**src/rtl/assert_macros.svh**
```systemverilog
// assertion macros shared by the rtl
// no dependencies; define NO_ASSERTIONS to compile them out
`ifndef ASSERT_MACROS_SVH
`define ASSERT_MACROS_SVH
`ifndef NO_ASSERTIONS
`define ASSERT_IMPLIES(lbl, clk, rst, ante, cons, msg) \
   lbl: assert property (@(posedge clk) disable iff (rst) (ante) |-> (cons)) else $error(msg);
`define ASSERT_NEXT(lbl, clk, rst, ante, cons, msg) \
   lbl: assert property (@(posedge clk) disable iff (rst) (ante) |=> (cons)) else $error(msg);
`else
`define ASSERT_IMPLIES(lbl, clk, rst, ante, cons, msg)
`define ASSERT_NEXT(lbl, clk, rst, ante, cons, msg)
`endif
`endif

```
**src/rtl/tcpopt_pkg.sv**
```systemverilog
// constants, option codes and inter-module types for the tcp option parser
// no dependencies
package tcpopt_pkg;
   localparam int BUFFER_BYTES    = 2048;
   localparam int MAX_OPTIONS     = 5;
   localparam int FIXED_HEADER    = 20;
   localparam int MIN_DATA_OFFSET = 5;
   localparam int WORD_BYTES      = 4;
   localparam int DOFF_BYTE       = 12;

   localparam int ADDR_W    = $clog2(BUFFER_BYTES);
   localparam int LEN_W     = $clog2(BUFFER_BYTES + 1);
   localparam int OFF_W     = 16;
   localparam int LEFT_W    = 12;
   localparam int OPT_CNT_W = $clog2(MAX_OPTIONS + 1);
   localparam int IDX_W     = 4;

   localparam logic [7:0] OPT_END     = 8'd0;
   localparam logic [7:0] OPT_NOP     = 8'd1;
   localparam logic [7:0] OPT_MSS     = 8'd2;
   localparam logic [7:0] OPT_WSCALE  = 8'd3;
   localparam logic [7:0] OPT_SACK_OK = 8'd4;
   localparam logic [7:0] OPT_SACK    = 8'd5;
   localparam logic [7:0] OPT_TSTAMP  = 8'd8;

   typedef struct packed {
      logic             job_valid;
      logic [LEN_W-1:0] len;
   } front_stat_type;

   typedef struct packed {
      logic              pop;
      logic [ADDR_W-1:0] rd_addr;
   } back_ctl_type;

   // fixed part of a known option, in bytes
   function automatic logic [IDX_W-1:0] need_len(input logic [7:0] kind);
      logic [IDX_W-1:0] n;
      case (kind)
         OPT_MSS:    n = IDX_W'(4);
         OPT_WSCALE: n = IDX_W'(3);
         OPT_TSTAMP: n = IDX_W'(10);
         default:    n = IDX_W'(2);
      endcase
      return n;
   endfunction
endpackage

```
**src/rtl/tcpopt_back.sv**
```systemverilog
// back end: option walker, one store byte per cycle, and result register
// depends on tcpopt_pkg
module tcpopt_back (
   input  logic                        clock,
   input  logic                        reset,
   input  tcpopt_pkg::front_stat_type  front_stat,
   input  logic [7:0]                  rd_data,
   output tcpopt_pkg::back_ctl_type    back_ctl,
   output logic                        active,
   output logic                        rsp_valid,
   output logic                        rsp_parse_status,
   output logic [15:0]                 rsp_max_segment_size,
   output logic [7:0]                  rsp_window_scale,
   output logic [31:0]                 rsp_timestamp_value,
   output logic [31:0]                 rsp_timestamp_echo,
   output logic signed [11:0]          rsp_options_left
);
   import tcpopt_pkg::*;

   localparam logic [2:0] S_IDLE     = 3'd0;
   localparam logic [2:0] S_DOFF     = 3'd1;
   localparam logic [2:0] S_TYPE     = 3'd2;
   localparam logic [2:0] S_TYPE_DAT = 3'd3;
   localparam logic [2:0] S_FLD      = 3'd4;

   logic [2:0]               state_ff, state_in;
   logic [LEN_W-1:0]         len_ff, len_in;
   logic [OFF_W-1:0]         off_ff, off_in;
   logic signed [LEFT_W-1:0] left_ff, left_in;
   logic [OPT_CNT_W-1:0]     ocnt_ff, ocnt_in;
   logic [IDX_W-1:0]         idx_ff, idx_in;
   logic [7:0]               kind_ff, kind_in;
   logic [7:0]               olen_ff, olen_in;
   logic [15:0]              mss_ff, mss_in;
   logic [7:0]               ws_ff, ws_in;
   logic [31:0]              tsv_ff, tsv_in;
   logic [31:0]              tse_ff, tse_in;
   logic                     fin_ok, fin_err;
   logic [OFF_W-1:0]         len_w;
   logic [3:0]               doff;
   logic [5:0]               hdr_opt;
   logic                     rsp_valid_ff;
   logic                     rsp_status_ff;
   logic [15:0]              rsp_mss_ff;
   logic [7:0]               rsp_ws_ff;
   logic [31:0]              rsp_tsv_ff, rsp_tse_ff;
   logic signed [11:0]       rsp_left_ff;

   assign len_w   = OFF_W'(len_ff);
   assign doff    = rd_data[7:4];
   assign hdr_opt = 6'(doff - 4'(MIN_DATA_OFFSET)) * 6'(WORD_BYTES);

   always_comb begin
      state_in = state_ff;
      len_in   = len_ff;
      off_in   = off_ff;
      left_in  = left_ff;
      ocnt_in  = ocnt_ff;
      idx_in   = idx_ff;
      kind_in  = kind_ff;
      olen_in  = olen_ff;
      mss_in   = mss_ff;
      ws_in    = ws_ff;
      tsv_in   = tsv_ff;
      tse_in   = tse_ff;
      fin_ok   = 1'b0;
      fin_err  = 1'b0;
      back_ctl.pop     = 1'b0;
      back_ctl.rd_addr = ADDR_W'(DOFF_BYTE);
      case (state_ff)
         S_IDLE: begin
            if (front_stat.job_valid) begin
               back_ctl.pop = 1'b1;
               len_in       = front_stat.len;
               if (front_stat.len < LEN_W'(FIXED_HEADER)) begin
                  fin_err = 1'b1;
               end else begin
                  state_in = S_DOFF;
               end
            end
         end
         S_DOFF: begin
            mss_in  = '0;
            ws_in   = '0;
            tsv_in  = '0;
            tse_in  = '0;
            off_in  = OFF_W'(FIXED_HEADER);
            ocnt_in = '0;
            left_in = LEFT_W'(hdr_opt);
            if (doff < 4'(MIN_DATA_OFFSET) ||
                OFF_W'(FIXED_HEADER) + OFF_W'(hdr_opt) > len_w) begin
               fin_err  = 1'b1;
               state_in = S_IDLE;
            end else begin
               state_in = S_TYPE;
            end
         end
         S_TYPE: begin
            back_ctl.rd_addr = off_ff[ADDR_W-1:0];
            if (ocnt_ff == OPT_CNT_W'(MAX_OPTIONS) || off_ff >= len_w) begin
               fin_ok   = 1'b1;
               state_in = S_IDLE;
            end else begin
               state_in = S_TYPE_DAT;
            end
         end
         S_TYPE_DAT: begin
            back_ctl.rd_addr = ADDR_W'(off_ff + OFF_W'(1));
            case (rd_data)
               OPT_END, OPT_NOP: begin
                  off_in  = off_ff + OFF_W'(1);
                  left_in = left_ff - LEFT_W'(1);
                  if (rd_data == OPT_END || left_in <= LEFT_W'(0)) begin
                     fin_ok   = 1'b1;
                     state_in = S_IDLE;
                  end else begin
                     ocnt_in  = ocnt_ff + OPT_CNT_W'(1);
                     state_in = S_TYPE;
                  end
               end
               OPT_MSS, OPT_WSCALE, OPT_SACK_OK, OPT_SACK, OPT_TSTAMP: begin
                  if (off_ff + OFF_W'(need_len(rd_data)) > len_w) begin
                     fin_err  = 1'b1;
                     state_in = S_IDLE;
                  end else begin
                     kind_in  = rd_data;
                     idx_in   = IDX_W'(1);
                     state_in = S_FLD;
                  end
               end
               default: begin
                  fin_ok   = 1'b1;
                  state_in = S_IDLE;
               end
            endcase
         end
         S_FLD: begin
            // rd_data is the option byte at idx; fetch the next one meanwhile
            back_ctl.rd_addr = ADDR_W'(off_ff + OFF_W'(idx_ff) + OFF_W'(1));
            if (idx_ff == IDX_W'(1)) olen_in = rd_data;
            if (kind_ff == OPT_MSS && idx_ff >= IDX_W'(2)) mss_in = {mss_ff[7:0], rd_data};
            if (kind_ff == OPT_WSCALE && idx_ff == IDX_W'(2)) ws_in = rd_data;
            if (kind_ff == OPT_TSTAMP && idx_ff >= IDX_W'(2) && idx_ff <= IDX_W'(5))
               tsv_in = {tsv_ff[23:0], rd_data};
            if (kind_ff == OPT_TSTAMP && idx_ff >= IDX_W'(6))
               tse_in = {tse_ff[23:0], rd_data};
            if (idx_ff == need_len(kind_ff) - IDX_W'(1)) begin
               off_in  = off_ff + OFF_W'(olen_in);
               left_in = left_ff - LEFT_W'(olen_in);
               if (left_in <= LEFT_W'(0)) begin
                  fin_ok   = 1'b1;
                  state_in = S_IDLE;
               end else begin
                  ocnt_in  = ocnt_ff + OPT_CNT_W'(1);
                  state_in = S_TYPE;
               end
            end else begin
               idx_in = idx_ff + IDX_W'(1);
            end
         end
         default: begin
            state_in = S_IDLE;
         end
      endcase
   end

   always_ff @(posedge clock) begin
      if (reset) begin
         state_ff     <= S_IDLE;
         rsp_valid_ff <= 1'b0;
      end else begin
         state_ff     <= state_in;
         rsp_valid_ff <= fin_ok || fin_err;
      end
   end

   always_ff @(posedge clock) begin
      len_ff  <= len_in;
      off_ff  <= off_in;
      left_ff <= left_in;
      ocnt_ff <= ocnt_in;
      idx_ff  <= idx_in;
      kind_ff <= kind_in;
      olen_ff <= olen_in;
      mss_ff  <= mss_in;
      ws_ff   <= ws_in;
      tsv_ff  <= tsv_in;
      tse_ff  <= tse_in;
      if (fin_err) begin
         rsp_status_ff <= 1'b1;
         rsp_mss_ff    <= '0;
         rsp_ws_ff     <= '0;
         rsp_tsv_ff    <= '0;
         rsp_tse_ff    <= '0;
         rsp_left_ff   <= '0;
      end else if (fin_ok) begin
         rsp_status_ff <= 1'b0;
         rsp_mss_ff    <= mss_in;
         rsp_ws_ff     <= ws_in;
         rsp_tsv_ff    <= tsv_in;
         rsp_tse_ff    <= tse_in;
         rsp_left_ff   <= 12'(left_in);
      end
   end

   assign active               = state_ff != S_IDLE;
   assign rsp_valid            = rsp_valid_ff;
   assign rsp_parse_status     = rsp_status_ff;
   assign rsp_max_segment_size = rsp_mss_ff;
   assign rsp_window_scale     = rsp_ws_ff;
   assign rsp_timestamp_value  = rsp_tsv_ff;
   assign rsp_timestamp_echo   = rsp_tse_ff;
   assign rsp_options_left     = rsp_left_ff;
endmodule

```
**config.mk**
```make
export PLATFORM = sky130hd
export DESIGN_NAME = tcpopt_back
export DESIGN_NICKNAME = d
export VERILOG_FILES = /design/src/rtl/assert_macros.svh /design/src/rtl/tcpopt_pkg.sv /design/src/rtl/tcpopt_back.sv
export SDC_FILE = /design/constraint.sdc
export NUM_CORES = 1
export LEC_CHECK = 0
export BUFFER_PORTS_ARGS = -buffer_cell sky130_fd_sc_hd__buf_2
export CAP_MARGIN = 10
export CORE_ASPECT_RATIO = 0.5
export CORE_UTILIZATION = 60
export DETAILED_ROUTE_END_ITERATION = 7
export PLACE_DENSITY_LB_ADDON = 0.08
export SLEW_MARGIN = 20
export SYNTH_ARGS = -nofsm -noshare
export SYNTH_HDL_FRONTEND = slang
export SYNTH_SLANG_ARGS = --single-unit
```
**constraint.sdc**
```tcl
create_clock -name clock -period 17.6 [get_ports clock]
set_input_delay 5.28 -clock clock [delete_from_list [all_inputs] [get_ports clock]]
set_output_delay 5.28 -clock clock [all_outputs]
set_load 0.05 [all_outputs]
```
==> metrics.yaml, run 1 <==
grt_usage_pct: 31.0
multi_input_area_mm2: 0.00644
chipHeight_um: 105
design_area_mm2: 0.0143
worstPathRequired_ps: 12320
grt_pass1_vias: 10400
cp-start-kind: "input pin"
run_status: "finished, final reports clean"
fp.dieArea_mm2: 0.0219
chipWidth_um: 208
drt-initial-drc-count: 1145
cts_buffer_depth: 3
ys_warn_count: 0
cts_hold_buf: 0
antenna_found_initial: 0
tightest_slew_ps: 1010
critPathArrivalTime_ps: 6190
rsz0062_at_grt: "no"
dp_slack_ps: 6120
overflow: 0
finClkSkew_ps: 30.2
ys.flop_type: "dfxtp_1"
dpl.hpwl_um: 23200
finalCritPeriodShare_pct: 65.2
relSlewSlack_pct: 32.8
finalMaxSlewViolations: 0
initial_utilization_pct: 61.7
p_per_area_mw_per_mm2: 94.1
drt_drc_violations_left: 0
yosysSeqAreaShare_pct: 44.1
synth_cell_types: 73
cts_tree: "done"
vias: 11300
grt_first_pass_wirelength_um: 54700
ys_seq_elements: 256
cts_root_buf: "clkbuf_16"
cts_num_sinks: 256
h-tree-depth: 1
cts_buffers: 23
core_mm2: 0.0207
post-cts-setup-buffer-count: 0
syn2layout_area_growth_pct: 11.6
viasPerCell: 6.00
avgSynthCellArea_um2: 8.36
layout-drive-gt1-share_pct: 12.7
peakVddDrop_mv: 0.0607
ios: 138
fmaxAchievable_mhz: 87.2
diodes: 0
drv_cap: 0
synth-async-reset-ratio_pct: 0
setup_violations: 0
place_area_mm2: 0.0134
place_congestion: 0.940
cp-end-kind: "output port"
avgRoutedWirePerCell_um: 18.2
ctsResizeCount: 0
synth_edf_count: 51
finish.utilization_pct: 68.9
fin_setup_tns_ps: 0
nFillCells: 1712
worstHoldPathType: "reg -> reg"
fin_nets: 1686
clk_pin_slew_ps: 70
firstDrtPassIters: 8
routed_wl_um: 34300
path_class: "in -> out"
num_rows: 37
synth_nets: 1618
ant_nets: 0
synthCells: 1527
synth_area_mm2: 0.0128
grt_max_degree: 103
worstPathMaxFanout: 13
p_leak_nw: 5.82
port_buffers: 137
post-route-min-period_ps: 11470
hold_violations: 0
clkLatencyLatePin_ps: 560
setup_slack_ps: 6130
fin_total_pwr_w: 0.00134
regArea_mm2: 0.00564
==> registers in the layout (all words and copies together) (netlist names), 12 cells and up <==
name,flops
rsp_max_segment_size,16
left_ff,12
off_ff,16
len_ff,12
mss_ff,16
tse_ff,32
tsv_ff,32
rsp_timestamp_value,32
rsp_options_left,12
rsp_timestamp_echo,32
==> path summary, 6_finish.rpt <==
| path | end | cells past startpoint | slack [ps] | start |
|---|---|---|---|---|
| max | back_ctl[11] | 4 | 6130 | front_stat[12] |
| min | mss_ff[15] | 2 | 440 | mss_ff[7] |
| max reg2reg | rsp_timestamp_echo[10] | 17 | 11850 | idx_ff[1] |
| min reg2reg | mss_ff[15] | 2 | 440 | mss_ff[7] |
==> per-layer routing <==
metal,global-route usage [%],wire length [um]
met1,43.2,15600
met3,5.50,2490
met5,0,0
met2,49.1,15600
met4,8.84,624
==> critical path: stages <==
cell,delay (ps)
buf_2,80
nand2_1,70
inv_1,390
buf_2,360
==> cell usage in the layout (no fill, tap or decap), types with 13 or more instances in the layout <==
| master | Yosys | layout |
|---|---|---|
| dfxtp_1 | 205 | 205 |
| nand2b_1 | 13 | 13 |
| buf_2 | 7 | 137 |
| a21oi_1 | 52 | 52 |
| inv_1 | 75 | 75 |
| nor3_1 | 21 | 19 |
| nand3_1 | 77 | 77 |
| xnor2_1 | 27 | 27 |
| nor2b_1 | 14 | 14 |
| nand2_1 | 242 | 242 |
| a21o_1 | 25 | 25 |
| ha_1 | 64 | 64 |
| o21ai_1 | 93 | 93 |
| clkbuf_16 | 0 | 24 |
| edfxtp_1 | 51 | 51 |
| nor2_1 | 58 | 58 |
| o21ai_0 | 215 | 215 |
| xor2_1 | 31 | 31 |
==> logic make-up after synthesis <==
kind of cell             after synthesis  synth area share [%]
AO/OA/AOI/OAI                        463                  20.5
buffers and inverters                179                  5.74
adder cells (fa/ha/maj)               68                  6.90
AND/OR/NAND/NOR                      492                  17.9
multiplexers                          11                 0.872
flip-flops                           256                  44.1
XOR/XNOR                              58                  3.98
==> power by group <==
part,leakage (nW),switching (W),internal [W]
logic,3.30,0.000127,0.0000628
registers,2.13,0.0000209,0.000612
clock network,0.393,0.000225,0.000293
total,5.82,0.000373,0.000968
==> cells in the mapped netlist (3+ instances only) <==
cell       count  area share [%]
nand2_1      242             7.1
o21ai_0      215             8.4
dfxtp_1      205              32
o21ai_1       93             3.6
clkbuf_1      78             2.3
nand3_1       77             3.0
inv_1         75             2.2
ha_1          64             6.3
nor2_1        58             1.7
a21oi_1       52             2.0
edfxtp_1      51              12
xor2_1        31             2.1
xnor2_1       27             1.9
a21o_1        25             1.5
nor3_1        21            0.82
nor2b_1       14            0.69
nand2b_1      13            0.64
buf_4         12            0.71
a31oi_1       11            0.54
o22ai_1       11            0.54
mux2i_1       10            0.78
nand4_1       10            0.49
nor4_1         9            0.44
nor4b_1        8            0.55
a22oi_1        7            0.41
and3_1         7            0.34
buf_2          7            0.27
o21a_1         6            0.35
buf_1          5            0.15
and2_1         4            0.20
fa_1           4            0.63
o2111ai_1      4            0.27
o211ai_1       4            0.24
or2_2          4            0.20
and4_1         3            0.21
nand4b_1       3            0.21
nor3b_1        3            0.18
o21bai_1       3            0.18
o221ai_1       3            0.21
or3_1          3            0.15
==> cell type report <==
class                   instances  share of cell area [%]
well taps                     273                    2.40
inverters                      76                    2.00
clock inverters                 4                   0.246
multi-input cells            1092                    45.2
repair buffers                146                    5.37
clock buffers                  37                    5.26
flip-flops and latches        256                    39.5
==> metrics by stage <==
| stage | hold slack (ps) | cells |
|---|---|---|
| floorplan | 429 | 1527 |
| global placement | 433 | 1842 |
| detailed placement | 438 | 1842 |
| CTS | 447 | 1883 |
| global route | 459 | 1884 |
| finish | 442 | 1884 |
Power figures use the tool's default switching activity.
==> run 2, diff against run 1 <==
- CORE_UTILIZATION: 60 -> 59
- clock period: 17.6 -> 11.35 ns (I/O delays scaled with it)
==> run 2 against run 1 <==
  * Critical endpoint is now rsp_timestamp_echo[4]
  * Combinational power increased by 53%
  * Sequential cell count stayed put
  * Routed wire length is 0.96% higher
  * Utilization shrank 0.46 points
  * Highest routed layer unchanged
  * Largest cell class unchanged
  * Sequential share of layout area decreased by 0.090 points
  * Sequential power up 55%
  * The flow now finishes with violations (design-rule violations)
  * Critical path depth increased by 18
  * Cell count is 1.1% higher
  * Clock power grew 58%
==> metrics.yaml, run 2 (synthesis results as in run 1) <==
setup_violations: 0  # unchanged
avgRoutedWirePerCell_um: 18.2  # about the same
fin_total_pwr_w: 0.00209  # was 0.00134 W
worstPathRequired_ps: 11820  # was 12320 ps
vias: 11200  # was 11300
layout_common_cells: "242 x nand2_1, 215 x o21ai_0, 205 x dfxtp_1"  # unchanged
tightest_slew_ps: 995  # was 1010 ps
fin_setup_tns_ps: 0  # unchanged
grt_pass1_vias: 10500  # was 10400
ant_nets: 0  # unchanged
grt_max_degree: 103  # unchanged
cp-end-kind: "register"  # was output port
num_rows: 37  # unchanged
cts_num_sinks: 256  # unchanged
grt_usage_pct: 31.0  # about the same
violations: "design-rule violations"
cts_tree: "done"  # unchanged
diodes: 0  # unchanged
overflow: 0  # unchanged
cts_buffers: 23  # unchanged
p_leak_nw: 5.82  # about the same
peakVddDrop_mv: 0.0812  # was 0.0607 mV
cts_hold_buf: 0  # unchanged
core_mm2: 0.0209  # was 0.0207 mm2
worstPathMaxFanout: 61  # was 13
grt_first_pass_wirelength_um: 55300  # was 54700 um
ios: 138  # unchanged
drt_drc_violations_left: 1  # was 0
drt-initial-drc-count: 1100  # was 1145
ctsResizeCount: 0  # unchanged
antenna_found_initial: 0  # unchanged
ff2ff_path_depth: 17  # unchanged
dpl.hpwl_um: 23800  # was 23200 um
fin_nets: 1686  # unchanged
firstDrtPassIters: 8  # unchanged
hold_start: "rsp_max_segment_size[13]"  # was mss_ff[7]
fp.dieArea_mm2: 0.0223  # was 0.0219 mm2
routed_wl_um: 34600  # was 34300 um
chipWidth_um: 210  # was 208 um
finalCritPeriodShare_pct: 76.3
clk_pin_slew_ps: 70  # about the same
p_per_area_mw_per_mm2: 147  # was 94.1 mW/mm2
final_common_cell: "nand2_1"  # unchanged
h-tree-depth: 1  # unchanged
port_buffers: 137  # unchanged
path_class: "in -> reg"  # was in -> out
finClkSkew_ps: 15.6  # was 30.2 ps
crit_path_start: "rd_data[4]"  # was front_stat[12]
initial_utilization_pct: 61.1  # was 61.7%
layout-drive-gt1-share_pct: 12.7  # about the same
holdPathStages: 2  # unchanged
finalMaxSlewViolations: 0  # unchanged
chipHeight_um: 106  # was 105 um
critPathArrivalTime_ps: 9130  # was 6190 ps
rr_startpoint: "idx_ff[1]"  # unchanged
post-route-min-period_ps: 8660
drv_cap: 0  # unchanged
cts_buffer_depth: 3  # unchanged
run_status: "finished, violations left"  # was finished, final reports clean
viasPerCell: 5.90  # was 6.00
post-cts-setup-buffer-count: 0  # unchanged
syn2layout_area_growth_pct: 11.9  # was 11.6%
hold_violations: 0  # unchanged
relSlewSlack_pct: 33.5  # was 32.8%
clkLatencyLatePin_ps: 550  # was 560 ps
cts_root_buf: "clkbuf_16"  # unchanged
worstHoldPathType: "reg -> reg"  # unchanged
cp-start-kind: "input pin"  # unchanged
place_congestion: 0.943  # was 0.940
fmaxAchievable_mhz: 115
rsz0062_at_grt: "no"  # unchanged
[run 2: critical path: stages]
cell      delay [ps]
buf_2            190
inv_1            130
ha_1             250
or3b_1           510
nor3_1           350
inv_1             90
ha_1             300
a211oi_1          70
o21bai_1         340
nand2_1          160
nor2_1           130
xor2_1           170
ha_1             280
a21oi_1          160
o21a_1           170
o211ai_1          90
o21ai_0          180
nand4_1          340
a21oi_4          810
buf_4            650
nand2_1          130
o21ai_1          140
[run 2: area by class of cell]
cell class	count	area, um2
Tap cell	292	365
Inverter	76	285
Sequential cell	256	5640
Clock buffer	31	656
Multi-Input combinational cell	1092	6440
Timing Repair Buffer	146	773
Clock inverter	11	130
Fill cell	1771	6590
[run 2: per-stage QoR]
stage	std cells	hold WS [ps]	instance area (um2)	worst slack (ps)	util (%)
floorplan	1527	429	12800	3660	-
global placement	1861	432	13500	2490	64.5
detailed placement	1861	439	13500	2190	64.5
CTS	1903	448	14200	2710	68.2
global route	1904	463	14300	2140	68.4
finish	1904	445	14300	2690	68.4
[run 2: per-layer routing]
metal  track usage, %  up-vias  wire [um]  part of all wire [%]
li1                 -     5468          -                     -
met4             8.19        0        708                   2.0
met2             49.8      377      15800                    46
met1             42.8     5337      15800                    46
met3             6.00       59       2310                   6.7
met5                0        -          0                     0
[run 2: power by group]
group / leakage (nW) / total, W / internal (W) / switching, W
clock network: 0.388 / 0.000820 / 0.000458 / 0.000363
registers: 2.13 / 0.000982 / 0.000949 / 0.0000332
logic: 3.31 / 0.000291 / 0.0000976 / 0.000194
total: 5.82 / 0.00209 / 0.00150 / 0.000589
[run 2: worst paths after layout]
kind / endpoint / slack (ps)
worst max-delay path: rsp_timestamp_echo[4] / 2690
worst min-delay path: rsp_max_segment_size[13] / 450
worst max register to register: rsp_timestamp_value[29] / 5700
worst min register to register: rsp_max_segment_size[13] / 450
==> run 3, diff against run 2 <==
- ABC_AREA: default -> 1
- CORE_UTILIZATION: 59 -> 60
- clock period: 11.35 -> 8.3 ns (I/O delays scaled with it)
==> run 3 against run 2 <==
  * Critical endpoint is now rsp_timestamp_value[28]
  * Routed wire length rose by 6.5%
  * Design area rose by 4.4%
  * First-iteration DRC count fell by 2.8%
  * Synthesized cell count rose by 19%
  * Combinational power rose to 5.6 times the previous value
  * Non-clock buffer count decreased by 2
  * Critical path depth increased by 8
  * The flow now finishes without violations
==> metrics.yaml, run 3 <==
top_layer_used: "met4"  # unchanged
vias: 12300  # was 11200
internal_power_w: 0.00254  # was 0.00150 W
netlist_top_cells_count: "436 x nand2_1, 294 x inv_1, 284 x nor2_1, 205 x dfxtp_1, 65 x a21oi_1"  # was 242 x nand2_1, 215 x o21ai_0, 205 x dfxtp_1, 93 x o21ai_1, 78 x clkbuf_1
avgRoutedWirePerCell_um: 16.4  # was 18.2 um
max_stage_delay_ps: 570  # was 810 ps
finClkSkew_ps: 26.2  # was 15.6 ps
place_congestion: 0.977  # was 0.943
post-route-min-period_ps: 6980
cts_hold_buf: 0  # unchanged
cp-end-kind: "register"  # unchanged
finish.utilization_pct: 68.7  # was 68.4%
avgSynthCellArea_um2: 7.33  # was 8.36 um2
yosysSeqAreaShare_pct: 42.2  # was 44.1%
crit_top_cell: "nand2_1"  # was ha_1
finalMaxSlewViolations: 0  # unchanged
run_status: "finished, final reports clean"  # was finished, violations left
ctsResizeCount: 0  # unchanged
fp.dieArea_mm2: 0.0229  # was 0.0223 mm2
viasPerCell: 5.46  # was 5.90
firstDrtPassIters: 6  # was 8
synth_area_leaders: "dfxtp_1 31%, nand2_1 12%, edfxtp_1 11%"  # was dfxtp_1 32%, edfxtp_1 12%, o21ai_0 8.4%
core_mm2: 0.0217  # was 0.0209 mm2
drt_drc_violations_left: 0  # was 1
dpl.hpwl_um: 27200  # was 23800 um
worstPathMaxFanout: 43  # was 61
antenna_found_initial: 0  # unchanged
ys_seq_elements: 256  # unchanged
grt_pass1_vias: 11500  # was 10500
worstSetupEndpoint: "rsp_timestamp_value[28]"  # was rsp_timestamp_echo[4]
routed-wl-met3_um: 2450  # was 2310 um
synth_nets: 1914  # was 1618
synth_edf_count: 51  # unchanged
worstHoldPathType: "reg -> reg"  # unchanged
synth_top_area_share_pct: 30.7  # was 32.1%
drv_cap: 0  # unchanged
final_common_cell: "nand2_1"  # unchanged
ys.flop_type: "dfxtp_1"  # unchanged
synthCells: 1823  # was 1527
wl_met2_um: 17300  # was 15800 um
yosysMostFrequentCell: "nand2_1"  # unchanged
worst_r2r_endpoint: "rsp_max_segment_size[7]"  # was rsp_timestamp_value[29]
synth_cell_types: 50  # was 73
overflow: 0  # unchanged
critPathArrivalTime_ps: 7430  # was 9130 ps
p_leak_nw: 7.58  # was 5.82 nW
tightest_slew_ps: 1100  # was 995 ps
p_clk_share_pct: 26.1  # was 39.2%
crit_path_start: "rd_data[4]"  # unchanged
layout-drive-gt1-share_pct: 12.0  # was 12.7%
grt_first_pass_wirelength_um: 58100  # was 55300 um
swShare_pct: 42.9  # was 28.2%
routed_wl_um: 36900  # was 34600 um
finalCritPeriodShare_pct: 84.0
port_buffers: 137  # unchanged
drt-initial-drc-count: 1069  # was 1100
setup_violations: 0  # unchanged
cts_buffers: 23  # unchanged
path_class: "in -> reg"  # unchanged
chipHeight_um: 108  # was 106 um
ant_nets: 0  # unchanged
cp-start-kind: "input pin"  # unchanged
layout_common_cells: "436 x nand2_1, 294 x inv_1, 283 x nor2_1"  # was 242 x nand2_1, 215 x o21ai_0, 205 x dfxtp_1
num_rows: 38  # was 37
ios: 138  # unchanged
initial_utilization_pct: 61.5  # was 61.1%
fin_nets: 2023  # was 1686
diodes: 0  # unchanged
clk_pin_slew_ps: 70  # about the same
rsz0062_at_grt: "no"  # unchanged
crit_slowest_cell: "inv_2"  # was a21oi_4
hold_violations: 0  # unchanged
h-tree-depth: 1  # unchanged
p_switching_w: 0.00191  # was 0.000589 W
post-cts-setup-buffer-count: 0  # unchanged
rr_startpoint: "idx_ff[1]"  # unchanged
ys_warn_count: 0  # unchanged
cts_tree: "done"  # unchanged
peakVddDrop_mv: 0.475  # was 0.0812 mV
clkLatencyLatePin_ps: 550  # about the same
fmaxAchievable_mhz: 143
p_per_area_mw_per_mm2: 299  # was 147 mW/mm2
grt_max_degree: 78  # was 103
fin_setup_tns_ps: 0  # unchanged
nFillCells: 1837  # was 1771
grt_usage_pct: 32.1  # was 31.0%
syn2layout_area_growth_pct: 11.7  # was 11.9%
combPwrFrac_pct: 36.3  # was 13.9%
relSlewSlack_pct: 26.9  # was 33.5%
power.share.sequential_pct: 37.6  # was 46.9%
cts_buffer_depth: 3  # unchanged
synth-async-reset-ratio_pct: 0  # unchanged
m1WireLength_um: 16300  # was 15800 um
chipWidth_um: 213  # was 210 um
synth_area_mm2: 0.0134  # was 0.0128 mm2
cts_root_buf: "clkbuf_16"  # unchanged
yosysTopAreaCell: "dfxtp_1"  # unchanged
ff2ff_setup_slack_ps: 3250  # was 5700 ps
cts_num_sinks: 256  # unchanged
ff2ff_path_depth: 22  # was 17
worstPathRequired_ps: 8760  # was 11820 ps
==> run 3: cell types whose count changed after synthesis, moves of 25 or more <==
cell,before,now
a21o_1,25,0
clkbuf_1,78,14
inv_1,75,294
nand2_1,242,436
nand3_1,77,48
nor2_1,58,284
o21ai_0,215,58
o21ai_1,93,4
o22ai_1,11,44
==> run 3: per-stage QoR <==
step | cells | power (W) | hold slack [ps] | instance area (um2) | worst slack, ps
2_1_floorplan | 1823 | 0.00292 | 429 | 13400 | 2140
5_1_grt | 2249 | 0.00465 | 487 | 14900 | 830
4_1_cts | 2249 | 0.00447 | 462 | 14900 | 1390
3_3_place_gp | 2207 | 0.00327 | 440 | 14100 | 1090
3_5_place_dp | 2207 | 0.00331 | 445 | 14100 | 845
6_report | 2249 | 0.00446 | 460 | 14900 | 1320
==> run 3: layer usage <==
metal,track usage [%],vias up
li1,-,5981
met5,0,-
met1,43.4,5763
met2,53.5,476
met3,4.78,69
met4,9.25,0
==> run 3: logic make-up (layout without fill, tap and decap cells) <==
group	Yosys count	count (layout)	synth area share, %
AO/OA/AOI/OAI	253	253	11.5
XOR/XNOR	31	31	2.09
adder cells (fa/ha/maj)	68	68	6.59
buffers and inverters	374	500	11.9
flip-flops	256	256	42.2
AND/OR/NAND/NOR	841	841	25.7
==> run 3: critical path, delay by kind of cell <==
family                   cells  cell delay, ps
XOR/XNOR                     1             200
AO/OA/AOI/OAI                1             170
adder cells (fa/ha/maj)      4            1100
buffers and inverters        7            1540
AND/OR/NAND/NOR             17            1870
==> run 3: final cells by class <==
class / count / area (um2) / share of cell area [%]
multi-input cells: 1193 / 6140 / 41.2
flip-flops and latches: 256 / 5640 / 37.8
inverters: 314 / 1180 / 7.90
repair buffers: 144 / 751 / 5.03
clock buffers: 29 / 681 / 4.56
well taps: 300 / 375 / 2.52
clock inverters: 13 / 153 / 1.02
==> run 3: worst min path at each step <==
stage / start / to / slack [ps] / depth (start not counted)
detailed placement: tsv_ff[31] / tsv_ff[31] / 450 / 2
global placement: tse_ff[26] / tse_ff[26] / 440 / 2
finish: tse_ff[25] / tse_ff[25] / 460 / 2
floorplan: tse_ff[24] / tse_ff[24] / 430 / 2
global route: tsv_ff[26] / tsv_ff[26] / 490 / 2
CTS: tsv_ff[31] / tsv_ff[31] / 460 / 2
==> run 3: power groups by stage <==
stage | sequential, W | combinational (W) | clock, W
2_1_floorplan | 0.00244 | 0.000479 | 0
3_3_place_gp | 0.00169 | 0.00158 | 0
3_5_place_dp | 0.00170 | 0.00161 | 0
4_1_cts | 0.00167 | 0.00162 | 0.00118
5_1_grt | 0.00170 | 0.00172 | 0.00123
6_report | 0.00168 | 0.00162 | 0.00116
